### src/hdl/nds_pkg.sv
`default_nettype none

package nds_pkg;

  // configuration register indexes
  localparam logic [2:0] CFG_DELIMITER  = 3'd0;
  localparam logic [2:0] CFG_PAIR_COUNT = 3'd1;
  localparam logic [2:0] CFG_PAIR_ZERO  = 3'd2;
  localparam logic [2:0] CFG_PAIR_ONE   = 3'd3;
  localparam logic [2:0] CFG_PAIR_TWO   = 3'd4;
  localparam logic [2:0] CFG_PAIR_THREE = 3'd5;

  localparam int unsigned PAIR_REGS = 4;

  // reset values of the configuration registers
  localparam logic [7:0]  DELIMITER_RST  = 8'h2C;
  localparam logic [2:0]  PAIR_COUNT_RST = 3'd1;
  localparam logic [15:0] PAIR_ZERO_RST  = 16'h7B7D;

  localparam logic [15:0] COUNT_MAX = 16'hFFFF;

  typedef struct packed {
    logic [7:0] char_in;
    logic       end_of_line;
  } in_beat_t;

  typedef struct packed {
    logic        is_split;
    logic [15:0] position;
    logic [15:0] column_index;
    logic [4:0]  nest_depth;
    logic        error_seen;
    logic        line_done;
    logic        line_ok;
  } out_beat_t;

  // shift command for the stack cell row
  typedef struct packed {
    logic push;
    logic pop;
  } stk_ctl_t;

  // result of the pair lookup for one byte
  typedef struct packed {
    logic [7:0] close_sym;
    logic       is_close;
  } pair_hit_t;

endpackage

`default_nettype wire

### src/hdl/nds_stack_cell.sv
`default_nettype none

module nds_stack_cell
  import nds_pkg::*;
(
  input  wire logic       clk_i,
  input  wire stk_ctl_t   ctl_i,
  input  wire logic [7:0] upper_i,
  input  wire logic [7:0] lower_i,
  output logic      [7:0] data_o
);

  logic [7:0] data_q;
  logic [7:0] data_d;

  // push moves entries away from the top, pop moves them toward it
  always_comb begin
    data_d = data_q;
    if (ctl_i.push) begin
      data_d = upper_i;
    end else if (ctl_i.pop) begin
      data_d = lower_i;
    end
  end

  always_ff @(posedge clk_i) begin
    data_q <= data_d;
  end

  assign data_o = data_q;

endmodule

`default_nettype wire

### src/hdl/nds_pair_lookup.sv
`default_nettype none

module nds_pair_lookup
  import nds_pkg::*;
#(
  parameter int unsigned PAIR_SLOTS = 4
) (
  input  wire logic [7:0]                  char_i,
  input  wire logic [2:0]                  pair_count_i,
  input  wire logic [PAIR_REGS-1:0][15:0]  pairs_i,
  output pair_hit_t                        hit_o
);

  localparam logic [2:0] SLOTS_L = 3'(PAIR_SLOTS);

  logic [2:0] active;

  assign active = (pair_count_i > SLOTS_L) ? SLOTS_L : pair_count_i;

  always_comb begin
    logic [7:0] open_sym;
    logic [7:0] close_sym;
    hit_o = '0;
    for (int i = 0; i < PAIR_SLOTS; i++) begin
      open_sym  = pairs_i[i][15:8];
      close_sym = (pairs_i[i][7:0] != 8'h00) ? pairs_i[i][7:0] : open_sym;
      if (3'(i) < active && open_sym != 8'h00) begin
        // later pair wins for the same opening
        if (open_sym == char_i) begin
          hit_o.close_sym = close_sym;
        end
        if (close_sym == char_i) begin
          hit_o.is_close = 1'b1;
        end
      end
    end
  end

endmodule

`default_nettype wire

### src/hdl/nested_delimiter_splitter.sv
`default_nettype none
// nested_delimiter_splitter
// Splits a line into columns, one byte a beat, while matching nested
// opening/closing symbol pairs. Input beats carry char_in and end_of_line;
// every input beat yields exactly one output beat with the split flag,
// byte position, column index, nesting depth and error/line status.
// Both streams use valid/stall: a beat moves when valid is high and stall
// is low. Configuration writes use cfg_valid_i/cfg_ready_o (always ready)
// with a register index and data; write them only while the block is idle.
// A byte's result is registered in the output register, or in the skid
// register on a stall. One byte per cycle while in_stall_o is low, set
// by the stack update; the stack is a row of shift cells, top in cell 0.
// When the receiver stalls, the output register holds its beat and one
// more result lands in a skid register; only then is in_stall_o raised.
// Reset clears line state, the output/skid valids and loads the register
// defaults (delimiter ',' and one pair "{}"). Stack cells are not cleared:
// only entries below the current depth are ever compared.
module nested_delimiter_splitter
  import nds_pkg::*;
#(
  parameter int unsigned STACK_DEPTH = 16,
  parameter int unsigned PAIR_SLOTS  = 4
) (
  input  wire logic       clk_i,
  input  wire logic       rst_ni,
  input  wire logic       in_valid_i,
  output logic            in_stall_o,
  input  wire in_beat_t   in_data_i,
  output logic            out_valid_o,
  input  wire logic       out_stall_i,
  output out_beat_t       out_data_o,
  input  wire logic       cfg_valid_i,
  output logic            cfg_ready_o,
  input  wire logic [2:0] cfg_index_i,
  input  wire logic [15:0] cfg_data_i
);

  localparam int unsigned LVL_W = $clog2(STACK_DEPTH + 1);
  localparam logic [LVL_W-1:0] DEPTH_L = LVL_W'(STACK_DEPTH);

  // configuration registers
  logic [7:0]                  delimiter_q;
  logic [2:0]                  pair_count_q;
  logic [PAIR_REGS-1:0][15:0]  pairs_q;

  // line state
  logic [LVL_W-1:0] level_q, level_d;
  logic             err_q, err_d;
  logic [15:0]      pos_q, pos_d;
  logic [15:0]      col_q, col_d;

  // output register and skid
  out_beat_t out_q, skid_q, result;
  logic      out_valid_q, skid_valid_q;

  logic       accept, out_take;
  stk_ctl_t   stk_ctl;
  pair_hit_t  hit;
  logic [7:0] top_sym;
  logic [7:0] cell_data [STACK_DEPTH];
  logic [LVL_W+4:0] level_ext;

  assign cfg_ready_o = 1'b1;
  assign in_stall_o  = skid_valid_q;
  assign accept      = in_valid_i && !skid_valid_q;
  assign out_take    = out_valid_q && !out_stall_i;
  assign out_valid_o = out_valid_q;
  assign out_data_o  = out_q;

  // config write decode
  always_ff @(posedge clk_i or negedge rst_ni) begin
    if (!rst_ni) begin
      delimiter_q  <= DELIMITER_RST;
      pair_count_q <= PAIR_COUNT_RST;
      pairs_q      <= {16'h0000, 16'h0000, 16'h0000, PAIR_ZERO_RST};
    end else if (cfg_valid_i) begin
      unique case (cfg_index_i)
        CFG_DELIMITER:  delimiter_q  <= cfg_data_i[7:0];
        CFG_PAIR_COUNT: pair_count_q <= cfg_data_i[2:0];
        CFG_PAIR_ZERO:  pairs_q[0]   <= cfg_data_i;
        CFG_PAIR_ONE:   pairs_q[1]   <= cfg_data_i;
        CFG_PAIR_TWO:   pairs_q[2]   <= cfg_data_i;
        CFG_PAIR_THREE: pairs_q[3]   <= cfg_data_i;
        default: ; // unused indexes are ignored
      endcase
    end
  end

  nds_pair_lookup #(
    .PAIR_SLOTS (PAIR_SLOTS)
  ) u_lookup (
    .char_i       (in_data_i.char_in),
    .pair_count_i (pair_count_q),
    .pairs_i      (pairs_q),
    .hit_o        (hit)
  );

  assign top_sym = cell_data[0];

  // per-byte decision, checks in priority order
  always_comb begin
    level_d = level_q;
    err_d   = err_q;
    col_d   = col_q;
    pos_d   = pos_q;
    stk_ctl = '0;
    result  = '0;

    if (!err_q) begin
      if (level_q == '0 && in_data_i.char_in == delimiter_q) begin
        // split at depth zero
        result.is_split = 1'b1;
        if (col_q < COUNT_MAX) begin
          col_d = col_q + 16'd1;
        end
      end else if (level_q != '0 && in_data_i.char_in == top_sym) begin
        // matching close pops the top
        stk_ctl.pop = accept;
        level_d     = level_q - LVL_W'(1);
      end else if (hit.close_sym != 8'h00) begin
        if (level_q < DEPTH_L) begin
          stk_ctl.push = accept;
          level_d      = level_q + LVL_W'(1);
        end else begin
          err_d = 1'b1; // overflow
        end
      end else if (hit.is_close) begin
        err_d = 1'b1; // stray closing symbol
      end
    end

    level_ext           = {5'b00000, level_d};
    result.position     = pos_q;
    result.column_index = col_q;
    result.nest_depth   = level_ext[4:0];
    result.error_seen   = err_d;
    result.line_done    = in_data_i.end_of_line;
    result.line_ok      = in_data_i.end_of_line && !err_d && level_d == '0;

    if (in_data_i.end_of_line) begin
      level_d = '0;
      err_d   = 1'b0;
      pos_d   = '0;
      col_d   = '0;
    end else if (pos_q < COUNT_MAX) begin
      pos_d = pos_q + 16'd1;
    end
  end

  always_ff @(posedge clk_i or negedge rst_ni) begin
    if (!rst_ni) begin
      level_q <= '0;
      err_q   <= 1'b0;
      pos_q   <= '0;
      col_q   <= '0;
    end else if (accept) begin
      level_q <= level_d;
      err_q   <= err_d;
      pos_q   <= pos_d;
      col_q   <= col_d;
    end
  end

  // stack row: cell 0 is the top, new symbols enter there
  for (genvar g = 0; g < STACK_DEPTH; g++) begin : g_cell
    logic [7:0] upper, lower;
    if (g == 0) begin : g_first
      assign upper = hit.close_sym;
    end else begin : g_mid_up
      assign upper = cell_data[g-1];
    end
    if (g == STACK_DEPTH - 1) begin : g_last
      assign lower = 8'h00;
    end else begin : g_mid_dn
      assign lower = cell_data[g+1];
    end
    nds_stack_cell u_cell (
      .clk_i   (clk_i),
      .ctl_i   (stk_ctl),
      .upper_i (upper),
      .lower_i (lower),
      .data_o  (cell_data[g])
    );
  end

  // output register with one skid entry
  always_ff @(posedge clk_i or negedge rst_ni) begin
    if (!rst_ni) begin
      out_valid_q  <= 1'b0;
      skid_valid_q <= 1'b0;
    end else if (skid_valid_q) begin
      if (out_take) begin
        skid_valid_q <= 1'b0;
      end
    end else if (accept) begin
      if (!out_valid_q || out_take) begin
        out_valid_q <= 1'b1;
      end else begin
        skid_valid_q <= 1'b1;
      end
    end else if (out_take) begin
      out_valid_q <= 1'b0;
    end
  end

  always_ff @(posedge clk_i) begin
    if (skid_valid_q) begin
      if (out_take) begin
        out_q <= skid_q;
      end
    end else if (accept) begin
      if (!out_valid_q || out_take) begin
        out_q <= result;
      end else begin
        skid_q <= result;
      end
    end
  end

endmodule

`default_nettype wire
### config.mk
export PLATFORM = sky130hd
export DESIGN_NAME = nested_delimiter_splitter
export DESIGN_NICKNAME = d
export VERILOG_FILES = /design/src/hdl/nds_pkg.sv /design/src/hdl/nds_stack_cell.sv /design/src/hdl/nds_pair_lookup.sv /design/src/hdl/nested_delimiter_splitter.sv
export SDC_FILE = /design/constraint.sdc
export NUM_CORES = 1
export LEC_CHECK = 0
export ABC_AREA = 1
export BUFFER_PORTS_ARGS = -buffer_cell sky130_fd_sc_hd__buf_2
export CAP_MARGIN = 20
export CELL_PAD_IN_SITES_DETAIL_PLACEMENT = 1
export CELL_PAD_IN_SITES_GLOBAL_PLACEMENT = 1
export CORE_MARGIN = 5
export CORE_UTILIZATION = 47
export DETAILED_ROUTE_END_ITERATION = 10
export GPL_TIMING_DRIVEN = 0
export PLACE_DENSITY_LB_ADDON = 0.1
export SETUP_SLACK_MARGIN = 0.4
export SLEW_MARGIN = 20
export SYNTH_ARGS = -nofsm -noshare
export SYNTH_HDL_FRONTEND = slang
export SYNTH_HIERARCHICAL = 1
export SYNTH_SLANG_ARGS = --single-unit
### constraint.sdc
create_clock -name clk_i -period 6.62 [get_ports clk_i]
set_clock_uncertainty 0.05 [all_clocks]
set_input_delay 0 -clock clk_i [delete_from_list [all_inputs] [get_ports clk_i]]
set_output_delay 0 -clock clk_i [all_outputs]
set_load 0.02 [all_outputs]
### After elaboration in Yosys (flattened, before gate mapping)

Cells that the tools add are included.

| cells by class | value |
|---|---|
| reduce and logical (&&, ||, !) cells | 46 |
| $lt $le $gt $ge | 8 |
| bitwise logic cells | 2 |
| add/subtract/negate cells | 4 |
| mux-type cells | 87 |
| equal/unequal tests | 18 |

Operators by type and width:

| kind | count |
|---|---|
| 8-bit two-way mux | 40 |
| 41-bit two-way mux | 4 |
| 16-bit two-way mux | 6 |
| 8-bit equality test | 10 |
| 8-bit nonzero test | 9 |
| 9-bit two-way mux | 4 |
| 16-bit by 1-bit adder with 16-bit output (second input constant) | 2 |
| 16-bit less-than comparator (second input constant) | 2 |
| 5-bit two-way mux | 6 |
| 1-bit two-way mux | 24 |
| 2-bit AND reduction | 7 |
| 2-bit nonzero test | 7 |
| 1-bit logical AND | 10 |
| 5-bit logical NOT | 2 |
| 3-bit AND reduction | 3 |
| 3-bit by 2-bit equality test with 1-bit output (second input constant) | 2 |
| 3-bit equality test (second input constant) | 2 |
| 1-bit by 3-bit less-than comparator with 1-bit output (first input constant) | 2 |
| 2-bit by 3-bit less-than comparator with 1-bit output (first input constant) | 2 |
| 5-bit by 1-bit adder with 5-bit output (second input constant) | 1 |
| 5-bit less-than comparator (second input constant) | 1 |
| 5-bit nonzero test | 1 |
| 5-bit by 1-bit subtractor with 5-bit output (second input constant) | 1 |
| 1-bit logical NOT | 4 |
| other kinds (10) | 13 |

| word-level totals | value |
|---|---|
| logic and storage cells | 207 |
| register bits | 325 |
| output and inout port bits | 44 |
| input port bits | 33 |

### Logic depth before layout (Yosys ltp)

| depth | value |
|---|---|
| depth after elaboration | 22 |
| gate-level depth with buffers | 26 |
| depth with buffers taken out | 24 |

### Cells and area by module

The synthesis kept the hierarchy.

Modules (own cells, without submodules):

| module | cells each | instances | area each (sq um) |
|---|---|---|---|
| nested_delimiter_splitter | 910 | 1 | 8790.9 |
| nds_stack_cell | 35 | 16 | 351.6 |
| nds_pair_lookup | 435 | 1 | 2005.7 |

### Worst setup path after synthesis

No wires, ideal clock.

| timing | value |
|---|---|
| path kind | register -> register |
| from | register pairs_q[47] (netlist name) |
| to | register g_cell[0].u_cell.data_q[0], enable pin |
| data arrival time | 4.611 ns |
| data required time | 6.240 ns |
| path slack | 1.629 ns |
| cell stages (with the launch flop) | 19 |
| clock period less this slack | 4.991 ns |
| path through | dfrtp_1 -> nor2_1 -> nand3_1 -> nor2_1 -> nor2_1 -> and3_1 -> buf_4 -> buf_6 -> a31oi_1 -> nand2_1 -> nand2_1 -> nor2_1 -> nand2_1 -> nor2_2 -> inv_1 -> nand2_1 -> nor4_1 -> buf_6 -> or2_1 |

RTL lines:

| what | line | text |
|---|---|---|
| from (decl) | nested_delimiter_splitter.sv:44 | `logic [PAIR_REGS-1:0][15:0] pairs_q;` |
| from (signal assigned) | nested_delimiter_splitter.sv:75 | `pairs_q <= {16'h0000, 16'h0000, 16'h0000, PAIR_ZERO_RST};` |
| to (signal assigned) | nds_stack_cell.sv:27 | `data_q <= data_d;` |
| to (decl) | nds_stack_cell.sv:13 | `logic [7:0] data_q;` |

==> results.txt <==
Post-synthesis cell area: 16400 um2
Top cells by count, synth: nand2_1 (795), edfxtp_1 (210), inv_1 (136), o21ai_0 (132), nor2_1 (117)
Least-Margin Pin Slew: 743 ps
Num Clock Sinks: 325
Chip height: 197 um
Antenna diode count: 0
Worst EP arrival: 4430 ps
Die area: 38800 um2
DRC viols: 0
CP Launch Point: pairs_q[43]$_DFFE_PN0P_
Peak supply drop: 0.274 mV
Fin. max-slew vios: 0
Final Hold Fails: 0
# Max-Cap Violations: 0
Final period utilization: 64.8%
Sequential share of the synthesized area: 56.0%
Relative slew margins: 50.5%
P per Cell Area: 320 nW/um2
Cell with the most instances after synthesis: nand2_1
Status: finished clean
Clock latency on the worst-skew pair: 540 ps
Req. time, crit path: 6760 ps
Met3 GRT Util: 3.83%
Total negative setup slack: 0 ps
Vias in the first global route: 14300
Synth unique cells: 47
Wirelength per Cell: 19.0 um
Iteration-0 DRC Markers: 760
RSZ-0062 raised after global routing: false
Met1 Use GR: 34.2%
Crit-path max FO: 10
Die Wd: 197 um
FF+latch count, synth: 325
FF-to-FF End: g_cell[4].u_cell/data_o[1]$_DFFE_PP_
Reg2Reg Launch Point: pairs_q[43]$_DFFE_PN0P_
F_max: 0.233 GHz
Capture point of the worst path: g_cell[4].u_cell/data_o[1]$_DFFE_PP_
EDFF count, synth: 210
GP Congestion: 0.925
Final wirelength: 48300 um
R2R setup slack: 2330 ps
Mean Syn Cell Area: 8.62 um2
Worst path max stage delay: 610 ps
Crit path time final: 4290 ps
First-pass GRT wire length: 77600 um
Crit start category: flop
R2R depth: 20
Global route total overflow: 0
Maximum clock insertion buffer count: 3
Initial antenna violation count: 0
Largest net degree at the start of global routing: 77
Synth area leader: edfxtp_1
Vias: 13500
Area grow syn2layout: 16.2%
Cell row count: 68
ANT nets after route: 0
Share of cells above drive strength 1: 13.7%
Yosys warns: 6
Clk root buf: clkbuf_16
Post-synthesis async set-or-reset flop share: 35.4%
Synth top area cells: edfxtp_1 (38%), nand2_1 (18%), dfrtp_1 (15%)
I/O Pins: 77
Placed cell count: 2450
Via/cell ratio: 5.32
Final Setup Violations: 0
GRT Util Overall: 25.1%
CP max stage cell: nor4_2
Grt peak-use layer: met2
H-tree Lvls: 2
DRT Pass-1 Iters: 5
CP Capture Type: flop
Area share of the leading cell type in the synthesized netlist: 38.4%
Port Buffers: 75
Reg clk slew, reported paths: 60 ps
Hold Crit Class: input pin to asynchronous set/reset pin
Final net count: 2101
Routing usage on met2: 42.2%
CTS tree: done
Core area: 34500 um2
Cells along the critical path: nor2_1 -> nand3_1 -> nor2_1 -> nor2_1 -> and3_1 -> buf_4 -> buf_6 -> a21oi_1 -> nand2_1 -> nand2_1 -> nor2_1 -> nand2_1 -> nor2_2 -> inv_1 -> nand2_1 -> nor4_2 -> buf_2 -> buf_2 -> buf_6 -> or2_1
Non-filler cells, final: 2548
Final HPWL DP: 35100 um
Type of the worst setup path: flop to flop
Pre-CTS setup slack: 2460 ps
Final WS setup: 2330 ps
Leakage: 0.00848 uW
Top FF cell, synth: edfxtp_1
CTS Buf Count: 38
Initial Util: 47.5%
Cells after Synth: 1905
[repair_timing]
item | CTS | global route
hold buffers | 29 | 0
setup buffers | 0 | 0
hold endpoints to repair | 216 | 0
resized for setup | 0 | 0
[stage by stage]
step | utilization, % | hold slack (ps) | power [uW] | area, um2
CTS | 55.2 | 31.0 | 6160 | 19100
detailed placement | 50.8 | 31.6 | 4030 | 17600
finish | 55.2 | 18.8 | 6110 | 19100
floorplan | - | -346 | 3530 | 16400
global route | 55.2 | 65.0 | 6420 | 19100
global placement | 50.4 | 211 | 3940 | 17400
[power breakdown]
group          switching (uW)  internal [uW]  leakage [uW]  total, uW
logic                     891            395       0.00448       1290
registers                 191           2530       0.00340       2720
clock network             837           1260      0.000603       2100
[registers in the layout, indices dropped and copies added, names as in the netlist, 3 cells and up]
signal                count
g_cell.u_cell/data_o    128
pairs_q                  64
out_data_o               41
skid_q                   41
col_q                    16
pos_q                    16
delimiter_q               8
level_q                   5
pair_count_q              3
[logic make-up after synthesis]
family | Yosys count | share of synthesized area, %
compound gates | 211 | 6.99
xor+xnor | 43 | 2.29
fa+ha+maj | 4 | 0.305
buf+inv | 227 | 6.45
flops | 325 | 56.0
other cells | 2 | 0.0457
simple gates | 1093 | 27.9
[layout make-up]
cell class / count / area, um2
Fill cell: 4135 / 15500
Timing Repair Buffer: 112 / 797
Clock inverter: 14 / 151
Inverter: 171 / 644
Clock buffer: 55 / 1090
Sequential cell: 325 / 9200
Tap cell: 455 / 569
Multi-Input combinational cell: 1360 / 6210
Buffer: 56 / 415
[how the worst min path moves through the flow]
stage	start	to	slack, ps
finish	rst_ni	pairs_q[10]$_DFFE_PN0P_	20
global placement	out_stall_i	out_valid_o$_DFFE_PN0P_	210
floorplan	rst_ni	col_q[0]$_DFFE_PN0P_	-350
global route	in_data_i[4]	skid_q[40]$_DFFE_PP_	60
detailed placement	rst_ni	pairs_q[10]$_DFFE_PN0P_	30
CTS	rst_ni	pairs_q[7]$_DFFE_PN0P_	30
[critical path, delay by kind of cell (launching register included)]
kind	cells	cell delay, ps
compound gates	1	160
flops	1	460
simple gates	13	2090
buf+inv	6	1170
[cells in the final DEF, fill, tap and decap left out, types with 4 or more instances in the layout]
cell type      count
o22ai_1            4
o21ai_2           14
a31oi_1            5
buf_6             22
clkbuf_16         41
a21oi_1           39
clkinv_1           4
xor2_1            35
xnor2_1            8
nor2_1           116
dfstp_2           16
clkbuf_1          34
o21ai_1            8
nor3_1            24
nand4_1           12
nor2_4            12
inv_2             33
or2_1             17
dlygate4sd3_1     29
o21a_1             4
edfxtp_1         210
o21ai_0          132
nand3_1           72
nor3_2             4
nor2_2             9
dfrtp_1           99
conb_1             9
clkinv_2           5
nand3b_1           4
nand2_1          795
inv_1            136
ha_1               4
buf_4              9
nand2_2           14
buf_2             82
[metal layers]
layer / part of all wire [%] / up-vias
met4: 2.8 / 0
met2: 48 / 287
met5: 0 / -
li1: - / 6468
met1: 44 / 6717
met3: 4.7 / 73
(Power assumes the default switching activity.)
